`src/hw/rtl/ppcrp_pkg.sv`:
```
`timescale 1ns / 1ps

package ppcrp_pkg;

	localparam int unsigned WORD_W   = 32;
	localparam int unsigned TYPE_W   = 8;
	localparam int unsigned SEL_W    = 2;
	localparam int unsigned STATUS_W = 3;
	localparam int unsigned CFG_IDX_W = 2;
	localparam int unsigned IN_DATA_W  = 176;
	localparam int unsigned OUT_DATA_W = 32;

	// config register indexes
	localparam logic [CFG_IDX_W-1:0] CFG_CTOR_ADDR    = 2'd0;
	localparam logic [CFG_IDX_W-1:0] CFG_CTOR_PRESENT = 2'd1;
	localparam logic [CFG_IDX_W-1:0] CFG_DTOR_ADDR    = 2'd2;
	localparam logic [CFG_IDX_W-1:0] CFG_DTOR_PRESENT = 2'd3;

	// list selector codes
	localparam logic [SEL_W-1:0] SEL_CTOR = 2'd1;
	localparam logic [SEL_W-1:0] SEL_DTOR = 2'd2;

	// status codes
	localparam logic [STATUS_W-1:0] ST_OK          = 3'd0;
	localparam logic [STATUS_W-1:0] ST_UNSUPPORTED = 3'd1;
	localparam logic [STATUS_W-1:0] ST_DYNAMIC     = 3'd2;
	localparam logic [STATUS_W-1:0] ST_NO_GOT      = 3'd3;
	localparam logic [STATUS_W-1:0] ST_NO_LIST     = 3'd4;

	localparam logic [WORD_W-1:0] HALF_MASK   = 32'h0000_ffff;
	localparam logic [WORD_W-1:0] ROUND_BIT   = 32'h0000_8000;
	localparam int unsigned       HINT_BIT    = 10;

	typedef enum logic [1:0] {
		SRC_SA,
		SRC_REL,
		SRC_GOT
	} src_t;

	typedef enum logic [2:0] {
		XF_FULL,
		XF_LO,
		XF_HI,
		XF_HA,
		XF_SHR2
	} xform_t;

	// insert position and length
	typedef enum logic [2:0] {
		FLD_WORD,
		FLD_P2_L26,
		FLD_P2_L24,
		FLD_P16_L16,
		FLD_P16_L14,
		FLD_P0_L16
	} field_t;

	typedef enum logic [1:0] {
		HINT_NONE,
		HINT_SET,
		HINT_CLR
	} hint_t;

	typedef struct packed {
		logic                patch;
		logic [STATUS_W-1:0] status;
		src_t                src;
		xform_t              xform;
		field_t              field;
		hint_t               hint;
	} desc_t;

	typedef struct packed {
		desc_t             desc;
		logic [WORD_W-1:0] sa;
		logic [WORD_W-1:0] place;
		logic [WORD_W-1:0] got;
		logic [WORD_W-1:0] word;
	} entry_t;

endpackage

```
`src/hw/rtl/ppcrp_front.sv`:
```
`timescale 1ns / 1ps

module ppcrp_front import ppcrp_pkg::*; (
	input  logic                 clk,
	input  logic                 arst_n,
	input  logic                 cfg_we,
	input  logic [CFG_IDX_W-1:0] cfg_index,
	input  logic [WORD_W-1:0]    cfg_wdata,
	input  logic [TYPE_W-1:0]    reloc_type,
	input  logic [SEL_W-1:0]     list_select,
	input  logic [WORD_W-1:0]    symbol_value,
	input  logic [WORD_W-1:0]    explicit_addend,
	input  logic                 addend_in_entry,
	input  logic [WORD_W-1:0]    place_address,
	input  logic [WORD_W-1:0]    target_word,
	input  logic [WORD_W-1:0]    got_entry_value,
	input  logic                 got_entry_found,
	output entry_t               entry
);

	logic [WORD_W-1:0] ctor_addr_q;
	logic              ctor_present_q;
	logic [WORD_W-1:0] dtor_addr_q;
	logic              dtor_present_q;

	always_ff @(posedge clk or negedge arst_n) begin
		if (!arst_n) begin
			ctor_addr_q    <= '0;
			ctor_present_q <= 1'b0;
			dtor_addr_q    <= '0;
			dtor_present_q <= 1'b0;
		end else if (cfg_we) begin
			unique case (cfg_index)
				CFG_CTOR_ADDR:    ctor_addr_q    <= cfg_wdata;
				CFG_CTOR_PRESENT: ctor_present_q <= cfg_wdata[0];
				CFG_DTOR_ADDR:    dtor_addr_q    <= cfg_wdata;
				CFG_DTOR_PRESENT: dtor_present_q <= cfg_wdata[0];
				default: ;
			endcase
		end
	end

	logic [WORD_W-1:0] sym;
	logic [WORD_W-1:0] addend;
	logic              list_missing;
	desc_t             d;

	always_comb begin
		sym          = symbol_value;
		list_missing = 1'b0;
		if (list_select == SEL_CTOR) begin
			sym          = ctor_addr_q;
			list_missing = !ctor_present_q;
		end else if (list_select == SEL_DTOR) begin
			sym          = dtor_addr_q;
			list_missing = !dtor_present_q;
		end
		addend = addend_in_entry ? explicit_addend : target_word;
	end

	// type decode
	always_comb begin
		d.patch  = 1'b1;
		d.status = ST_OK;
		d.src    = SRC_SA;
		d.xform  = XF_FULL;
		d.field  = FLD_WORD;
		d.hint   = HINT_NONE;
		unique case (reloc_type) inside
			8'd0, 8'd19, 8'd21, 8'd255: d.patch = 1'b0;
			8'd1, 8'd20, 8'd24, 8'd27: ;
			8'd26, 8'd28: d.src = SRC_REL;
			8'd2: begin
				d.xform = XF_SHR2;
				d.field = FLD_P2_L26;
			end
			8'd3, 8'd25, [8'd67:8'd94]: d.field = FLD_P16_L16;
			8'd4, 8'd29: d.field = FLD_P0_L16;
			8'd5, 8'd30: begin
				d.xform = XF_HI;
				d.field = FLD_P0_L16;
			end
			8'd6, 8'd31: begin
				d.xform = XF_HA;
				d.field = FLD_P0_L16;
			end
			8'd7, 8'd8, 8'd9: begin
				d.xform = XF_SHR2;
				d.field = FLD_P16_L14;
				if (reloc_type == 8'd8) d.hint = HINT_SET;
				if (reloc_type == 8'd9) d.hint = HINT_CLR;
			end
			8'd10, 8'd18, 8'd23: begin
				d.src   = SRC_REL;
				d.xform = XF_SHR2;
				d.field = FLD_P2_L24;
			end
			8'd11, 8'd12, 8'd13: begin
				d.src   = SRC_REL;
				d.xform = XF_SHR2;
				d.field = FLD_P16_L14;
				if (reloc_type == 8'd12) d.hint = HINT_SET;
				if (reloc_type == 8'd13) d.hint = HINT_CLR;
			end
			8'd14: begin
				d.src   = SRC_GOT;
				d.xform = XF_HI;
				d.field = FLD_P16_L16;
			end
			8'd15: begin
				d.src   = SRC_GOT;
				d.field = FLD_P0_L16;
			end
			8'd16: begin
				d.src   = SRC_GOT;
				d.xform = XF_HI;
				d.field = FLD_P0_L16;
			end
			8'd17: begin
				d.src   = SRC_GOT;
				d.xform = XF_HA;
				d.field = FLD_P0_L16;
			end
			8'd22: d.status = ST_DYNAMIC;
			8'd249, 8'd250: begin
				d.src   = SRC_REL;
				d.field = FLD_P16_L16;
			end
			8'd251: begin
				d.src   = SRC_REL;
				d.xform = XF_HI;
				d.field = FLD_P16_L16;
			end
			8'd252: begin
				d.src   = SRC_REL;
				d.xform = XF_HA;
				d.field = FLD_P16_L16;
			end
			default: d.status = ST_UNSUPPORTED;
		endcase
		if (reloc_type >= 8'd14 && reloc_type <= 8'd17 && !got_entry_found)
			d.status = ST_NO_GOT;
		// missing list table wins over anything the type says
		if (list_missing)
			d.status = ST_NO_LIST;
		if (d.status != ST_OK)
			d.patch = 1'b0;
	end

	assign entry.desc  = d;
	assign entry.sa    = sym + addend;
	assign entry.place = place_address;
	assign entry.got   = got_entry_value;
	assign entry.word  = target_word;

endmodule

```
`src/hw/rtl/ppcrp_queue.sv`:
```
`timescale 1ns / 1ps

module ppcrp_queue import ppcrp_pkg::*; #(
	parameter int unsigned DEPTH = 2
) (
	input  logic   clk,
	input  logic   arst_n,
	input  logic   push,
	input  entry_t push_entry,
	output logic   full,
	input  logic   pop,
	output logic   not_empty,
	output entry_t head
);

	localparam int unsigned PTR_W = (DEPTH > 1) ? $clog2(DEPTH) : 1;
	localparam int unsigned CNT_W = $clog2(DEPTH + 1);

	entry_t             mem_q [DEPTH];
	logic [PTR_W-1:0]   wr_ptr_q;
	logic [PTR_W-1:0]   rd_ptr_q;
	logic [CNT_W-1:0]   count_q;

	assign full      = (count_q == CNT_W'(DEPTH));
	assign not_empty = (count_q != '0);
	assign head      = mem_q[rd_ptr_q];

	always_ff @(posedge clk) begin
		if (push)
			mem_q[wr_ptr_q] <= push_entry;
	end

	always_ff @(posedge clk or negedge arst_n) begin
		if (!arst_n) begin
			wr_ptr_q <= '0;
			rd_ptr_q <= '0;
			count_q  <= '0;
		end else begin
			if (push)
				wr_ptr_q <= (wr_ptr_q == PTR_W'(DEPTH - 1)) ? '0 : wr_ptr_q + 1'b1;
			if (pop)
				rd_ptr_q <= (rd_ptr_q == PTR_W'(DEPTH - 1)) ? '0 : rd_ptr_q + 1'b1;
			if (push && !pop)
				count_q <= count_q + 1'b1;
			else if (pop && !push)
				count_q <= count_q - 1'b1;
		end
	end

endmodule

```
`src/hw/rtl/ppcrp_back.sv`:
```
`timescale 1ns / 1ps

module ppcrp_back import ppcrp_pkg::*; (
	input  logic                clk,
	input  logic                arst_n,
	input  logic                head_valid,
	input  entry_t              head,
	output logic                pop,
	output logic                out_valid,
	input  logic                out_ready,
	output logic [WORD_W-1:0]   out_word,
	output logic [STATUS_W-1:0] out_status
);

	logic                valid_q;
	logic [WORD_W-1:0]   word_q;
	logic [STATUS_W-1:0] status_q;

	logic [WORD_W-1:0] rel;
	logic [WORD_W-1:0] base;
	logic [WORD_W-1:0] val;
	logic [WORD_W-1:0] mask;
	logic [WORD_W-1:0] shifted;
	logic [WORD_W-1:0] patched;

	always_comb begin
		rel = head.sa - head.place;
		case (head.desc.src)
			SRC_REL: base = rel;
			SRC_GOT: base = head.got;
			default: base = head.sa;
		endcase

		case (head.desc.xform)
			XF_LO:   val = base & HALF_MASK;
			XF_HI:   val = base >> 16;
			XF_HA:   val = ((base >> 16) + {31'd0, |(base & ROUND_BIT)}) & HALF_MASK;
			XF_SHR2: val = base >> 2;
			default: val = base;
		endcase

		case (head.desc.field)
			FLD_P2_L26: begin
				mask    = 32'h0fff_fffc;
				shifted = val << 2;
			end
			FLD_P2_L24: begin
				mask    = 32'h03ff_fffc;
				shifted = val << 2;
			end
			FLD_P16_L16: begin
				mask    = 32'hffff_0000;
				shifted = val << 16;
			end
			FLD_P16_L14: begin
				mask    = 32'h3fff_0000;
				shifted = val << 16;
			end
			FLD_P0_L16: begin
				mask    = HALF_MASK;
				shifted = val;
			end
			default: begin
				mask    = '1;
				shifted = val;
			end
		endcase

		patched = (head.word & ~mask) | (shifted & mask);
		case (head.desc.hint)
			HINT_SET: patched[HINT_BIT] = 1'b1;
			HINT_CLR: patched[HINT_BIT] = 1'b0;
			default: ;
		endcase
		if (!head.desc.patch)
			patched = head.word;
	end

	assign pop = head_valid && (!valid_q || out_ready);

	always_ff @(posedge clk or negedge arst_n) begin
		if (!arst_n)
			valid_q <= 1'b0;
		else if (pop)
			valid_q <= 1'b1;
		else if (out_ready)
			valid_q <= 1'b0;
	end

	always_ff @(posedge clk) begin
		if (pop) begin
			word_q   <= patched;
			status_q <= head.desc.status;
		end
	end

	assign out_valid  = valid_q;
	assign out_word   = word_q;
	assign out_status = status_q;

endmodule

```
`src/hw/rtl/ppc32_relocation_patcher_core.sv`:
```
`timescale 1ns / 1ps

// PowerPC 32-bit ELF relocation patcher. Each input beat is one relocation;
// each output beat is the patched target word plus a status (0 ok,
// 1 unsupported type, 2 dynamic-only type, 3 no GOT slot, 4 no list table).
// On any error the word comes back unchanged. Throughput is one relocation
// per clock while the output is not stalled; each relocation passes through
// the decode queue and then the output register. The front decodes the type
// and forms S + A before the queue; the back forms S + A - P, shapes and
// inserts the field. The queue holds QUEUE_DEPTH decoded relocations, so
// input keeps flowing for that many beats while the output is stalled.
// Write configuration only when no relocation is in flight.

module ppc32_relocation_patcher_core import ppcrp_pkg::*; #(
	parameter int unsigned QUEUE_DEPTH = 2
) (
	input  logic                  clk,
	input  logic                  arst_n,
	input  logic                  cfg_we,
	input  logic [CFG_IDX_W-1:0]  cfg_index,
	input  logic [WORD_W-1:0]     cfg_wdata,
	input  logic                  s_axis_tvalid,
	output logic                  s_axis_tready,
	// reloc_type, symbol_value, explicit_addend, addend_in_entry,
	// place_address, target_word, got_entry_value, got_entry_found, zero pad
	input  logic [IN_DATA_W-1:0]  s_axis_tdata,
	// list_select
	input  logic [SEL_W-1:0]      s_axis_tuser,
	output logic                  m_axis_tvalid,
	input  logic                  m_axis_tready,
	// patched_word
	output logic [OUT_DATA_W-1:0] m_axis_tdata,
	// status
	output logic [STATUS_W-1:0]   m_axis_tuser
);

	entry_t front_entry;
	entry_t head;
	logic   q_full;
	logic   q_not_empty;
	logic   q_pop;
	logic   push;

	assign s_axis_tready = !q_full;
	assign push          = s_axis_tvalid && !q_full;

	ppcrp_front u_front (
		.clk             (clk),
		.arst_n          (arst_n),
		.cfg_we          (cfg_we),
		.cfg_index       (cfg_index),
		.cfg_wdata       (cfg_wdata),
		.reloc_type      (s_axis_tdata[7:0]),
		.list_select     (s_axis_tuser),
		.symbol_value    (s_axis_tdata[39:8]),
		.explicit_addend (s_axis_tdata[71:40]),
		.addend_in_entry (s_axis_tdata[72]),
		.place_address   (s_axis_tdata[104:73]),
		.target_word     (s_axis_tdata[136:105]),
		.got_entry_value (s_axis_tdata[168:137]),
		.got_entry_found (s_axis_tdata[169]),
		.entry           (front_entry)
	);

	ppcrp_queue #(
		.DEPTH (QUEUE_DEPTH)
	) u_queue (
		.clk        (clk),
		.arst_n     (arst_n),
		.push       (push),
		.push_entry (front_entry),
		.full       (q_full),
		.pop        (q_pop),
		.not_empty  (q_not_empty),
		.head       (head)
	);

	ppcrp_back u_back (
		.clk        (clk),
		.arst_n     (arst_n),
		.head_valid (q_not_empty),
		.head       (head),
		.pop        (q_pop),
		.out_valid  (m_axis_tvalid),
		.out_ready  (m_axis_tready),
		.out_word   (m_axis_tdata),
		.out_status (m_axis_tuser)
	);

endmodule

```
`config.mk`:
```
export PLATFORM = sky130hd
export DESIGN_NAME = ppc32_relocation_patcher_core
export DESIGN_NICKNAME = d
export VERILOG_FILES = /design/src/hw/rtl/ppcrp_pkg.sv /design/src/hw/rtl/ppcrp_front.sv /design/src/hw/rtl/ppcrp_queue.sv /design/src/hw/rtl/ppcrp_back.sv /design/src/hw/rtl/ppc32_relocation_patcher_core.sv
export SDC_FILE = /design/constraint.sdc
export NUM_CORES = 1
export LEC_CHECK = 0
export BUFFER_PORTS_ARGS = -buffer_cell sky130_fd_sc_hd__buf_2
export CAP_MARGIN = 5
export CORE_MARGIN = 2
export CORE_UTILIZATION = 30
export CTS_BUF_LIST = sky130_fd_sc_hd__clkbuf_8
export DETAILED_ROUTE_END_ITERATION = 7
export PLACE_DENSITY = 0.52
export SETUP_SLACK_MARGIN = 0.3
export SYNTH_ARGS = -nofsm -noshare
export SYNTH_HDL_FRONTEND = slang
export SYNTH_HIERARCHICAL = 1
export SYNTH_SLANG_ARGS = --single-unit
```
`constraint.sdc`:
```
create_clock -name clk -period 9.64 [get_ports clk]
set_clock_uncertainty 0.15 [all_clocks]
set_input_delay 0 -clock clk [delete_from_list [all_inputs] [get_ports clk]]
set_output_delay 0 -clock clk [all_outputs]
set_load 0.005 [all_outputs]
```
==> run metrics <==
maximum vdd drop 0.1163 mV; cell count after synthesis 2058; CTS Buf Count 72; drt wl/cell 21.58 um; Synth Flop Type edfxtp_1; final worst path period share 0.7225; mux cell area share after synthesis 0.1493; Overflow after GRT 0; Vias 18.33k; GPL Wtd Cong 0.8875; main combinational cell family by area after synthesis compound AO/OA/AOI/OAI gates; Placed Cells incl. Taps 3171; WP data required 9860 ps; Simple-Gate Fraction of Synth Area 0.09416; clk_lat worst skew 650 ps; share of layout cells above drive strength 1 0.2623; clock tree buffer depth 3; DR vias/cell 5.091; clock transition at the registers of the reported paths 60 ps; initial antenna violation count 3; combinational power share 0.546; Area Growth Syn to Fin 24.73%; startpoint type of the worst setup path flop; syn avg cell area 11.54 sq um; dominant cell type by area after synthesis edfxtp_1; worst-path fanout max 51; post-synthesis compound-gate area fraction 0.1589; Crit. End Element flop; crit path DAT 7190 ps; IO buf count 247; final setup fails 0; crit path time final 6964 ps; CTS Root Cell clkbuf_8; first-pass GRT wire length 116300 um; Internal Pwr Total 0.005079 W; Synthesized Nets 2346; drt first pass iters 6; vias in the first global route 18.69k; H-tree depth 3; post_cts resized 0; initial detailed-routing violation count 1300; yosys warns 6; Total Wirelength 77680 um; post-synth cell types 103; largest net degree at the start of global routing 143; Slew Limit Fails 0; Nets 2780; row count 103; Sink Count 390; CTS tree built; post-place setup slack 2775 ps; ys async rst share 0.1821; Post-synth EDFFs 319; Setup CP Type reg2reg; RSZ-0062 raised after global routing no; Hold Violations, Final 0; worst min path class in2reg; Max Freq 0.1436 GHz; count leader, synth edfxtp_1; setup tns final 0 ps; Mapped Area 23750 sq um; worst slew pin tran 1105 ps; slack of the critical path 2676 ps; synth top area cells edfxtp_1 40%, mux2_2 8.3%, dfrtp_1 7.5%; sequential area share after synthesis 0.4782; Leakage 11.51 nW; Max Cap Violations 0; Flop pwr share 0.286; gr usage total 0.1875; Die Wd 285.3 um; Power Density 307.3 nW/um^2; area of the die 81420 sq um; Core Area 78610 sq um; status finished clean; Routed Antenna Nets 0; Slew HR 0.2632; Non-Filler Instances 3600; Clock Power Share 0.167; Yosys top cell area share 0.4034; initial core utilization 0.3021; DR DRC count 0; io pins 254; Sw Ratio 0.4421; Synth Area in XOR/XNOR 0.01697; Seq cells post-synth 390; DP Wirelength 56260 um; Synth Area in Adders 0.03889; Synth top cells by count 319 x edfxtp_1, 175 x mux2_2, 136 x a21oi_1; die height 285.3 um; Final Util 0.3768; P_sw 0.004025 W
==> stage by stage <==
stage | power, W | instance area [sq um] | hold slack [ps]
floorplan | 0.005962 | 23750 | -445.6
global placement | 0.007429 | 25270 | 40.90
detailed placement | 0.007459 | 25270 | 41.89
CTS | 0.009137 | 29610 | 9.682
global route | 0.009678 | 29620 | 53.37
finish | 0.009103 | 29620 | 40.18
==> sequential cells by signal, indices dropped and copies added (netlist names) <==
name / cells
u_queue/wr_ptr_q: 1
u_front/ctor_present_q: 1
u_queue/count_q: 2
u_front/dtor_addr_q: 32
u_queue/mem_q: 284
u_front/ctor_addr_q: 32
u_back/out_word: 32
u_back/out_valid: 1
u_queue/rd_ptr_q: 1
u_back/out_status: 3
u_front/dtor_present_q: 1
==> path summary, 6_finish.rpt <==
check                                    from                endpoint  slack (ps)  cells past startpoint
setup / recovery             u_queue/rd_ptr_q     u_back/out_word[17]        2680                     19
hold / removal               s_axis_tdata[50]   u_queue/mem_q[0][106]          40                      4
setup reg to reg             u_queue/rd_ptr_q     u_back/out_word[17]        2680                     19
hold reg to reg            u_queue/count_q[1]      u_queue/count_q[1]         340                      1
max in group asynchronous              arst_n        u_queue/rd_ptr_q        8110                      4
min in group asynchronous              arst_n  u_front/dtor_addr_q[6]         500                      4
==> layout make-up <==
type	count	area (sq um)
fill	7775	48990
clock inverter	50	276.5
sequential	390	11360
clock buffer	79	1087
antenna	3	7.507
tap	1050	1314
multi-input combinational	1390	10900
timing repair buffer	567	4409
inverter	71	266.5
==> kinds of logic after synthesis <==
| logic type | count (synthesis) |
|---|---|
| AO/OA/AOI/OAI | 536 |
| AND/OR/NAND/NOR | 438 |
| flip-flops | 390 |
| multiplexers | 297 |
| buffers and inverters | 278 |
| adder cells (fa/ha/maj) | 73 |
| XOR/XNOR | 46 |
==> worst max-delay path, stage by stage, from the launching register on <==
cell	delay, ps
dfrtp_4	1010
buf_4	530
mux2_4	390
ha_1	410
o2111ai_1	300
a211oi_1	460
or3_4	230
a21oi_4	80
xnor2_1	220
o21ai_0	360
ha_1	340
nor3b_1	310
o211a_1	200
a211oi_1	50
a21oi_2	260
and3_1	340
and2_1	280
a311oi_1	180
o31ai_1	410
a21oi_1	120
==> what timing repair did <==
item,4_1_cts,5_1_grt
hold endpoints to repair,383,0
hold buffers,297,0
buffers inserted,0,0
==> routing by layer <==
metal  vias to the layer above  share of wire  GRT usage
met5                         -        0.00017          0
met4                         2          0.021    0.05079
met3                        87          0.047    0.02736
met2                       539           0.49     0.3196
met1                      9089           0.44     0.2481
li1                       8611              -          -
==> placed cells by master, fill, tap and decap left out, types with 9 or more instances in the layout <==
master,instances
edfxtp_1,319
dlygate4sd3_1,297
buf_2,246
mux2_2,175
a21oi_1,136
nand2_1,114
nor2_1,98
inv_1,94
clkbuf_8,79
o21ai_0,71
dfrtp_1,70
mux2_4,70
ha_1,69
mux2i_1,51
a211oi_1,45
nor2b_1,43
nor3_1,31
xnor2_1,31
nand3_1,28
a31oi_1,28
a22oi_1,27
a21o_1,24
buf_4,22
nand2b_1,20
a221oi_1,19
o21a_1,18
clkinv_1,16
and3_1,16
o211ai_1,15
xor2_1,15
nand4_1,14
o21ai_1,13
or2_2,12
and2_1,9
o31ai_1,9
o21bai_1,9
==> power groups by stage <==
stage / clock, W / combinational [W] / sequential (W)
after CTS: 0.00158 / 0.00495 / 0.00261
after floorplan: 0 / 0.00336 / 0.00260
after global routing: 0.00166 / 0.00536 / 0.00265
after global placement: 0 / 0.00480 / 0.00263
after detailed placement: 0 / 0.00482 / 0.00264
final: 0.00152 / 0.00497 / 0.00261
(Power assumes the default switching activity.)
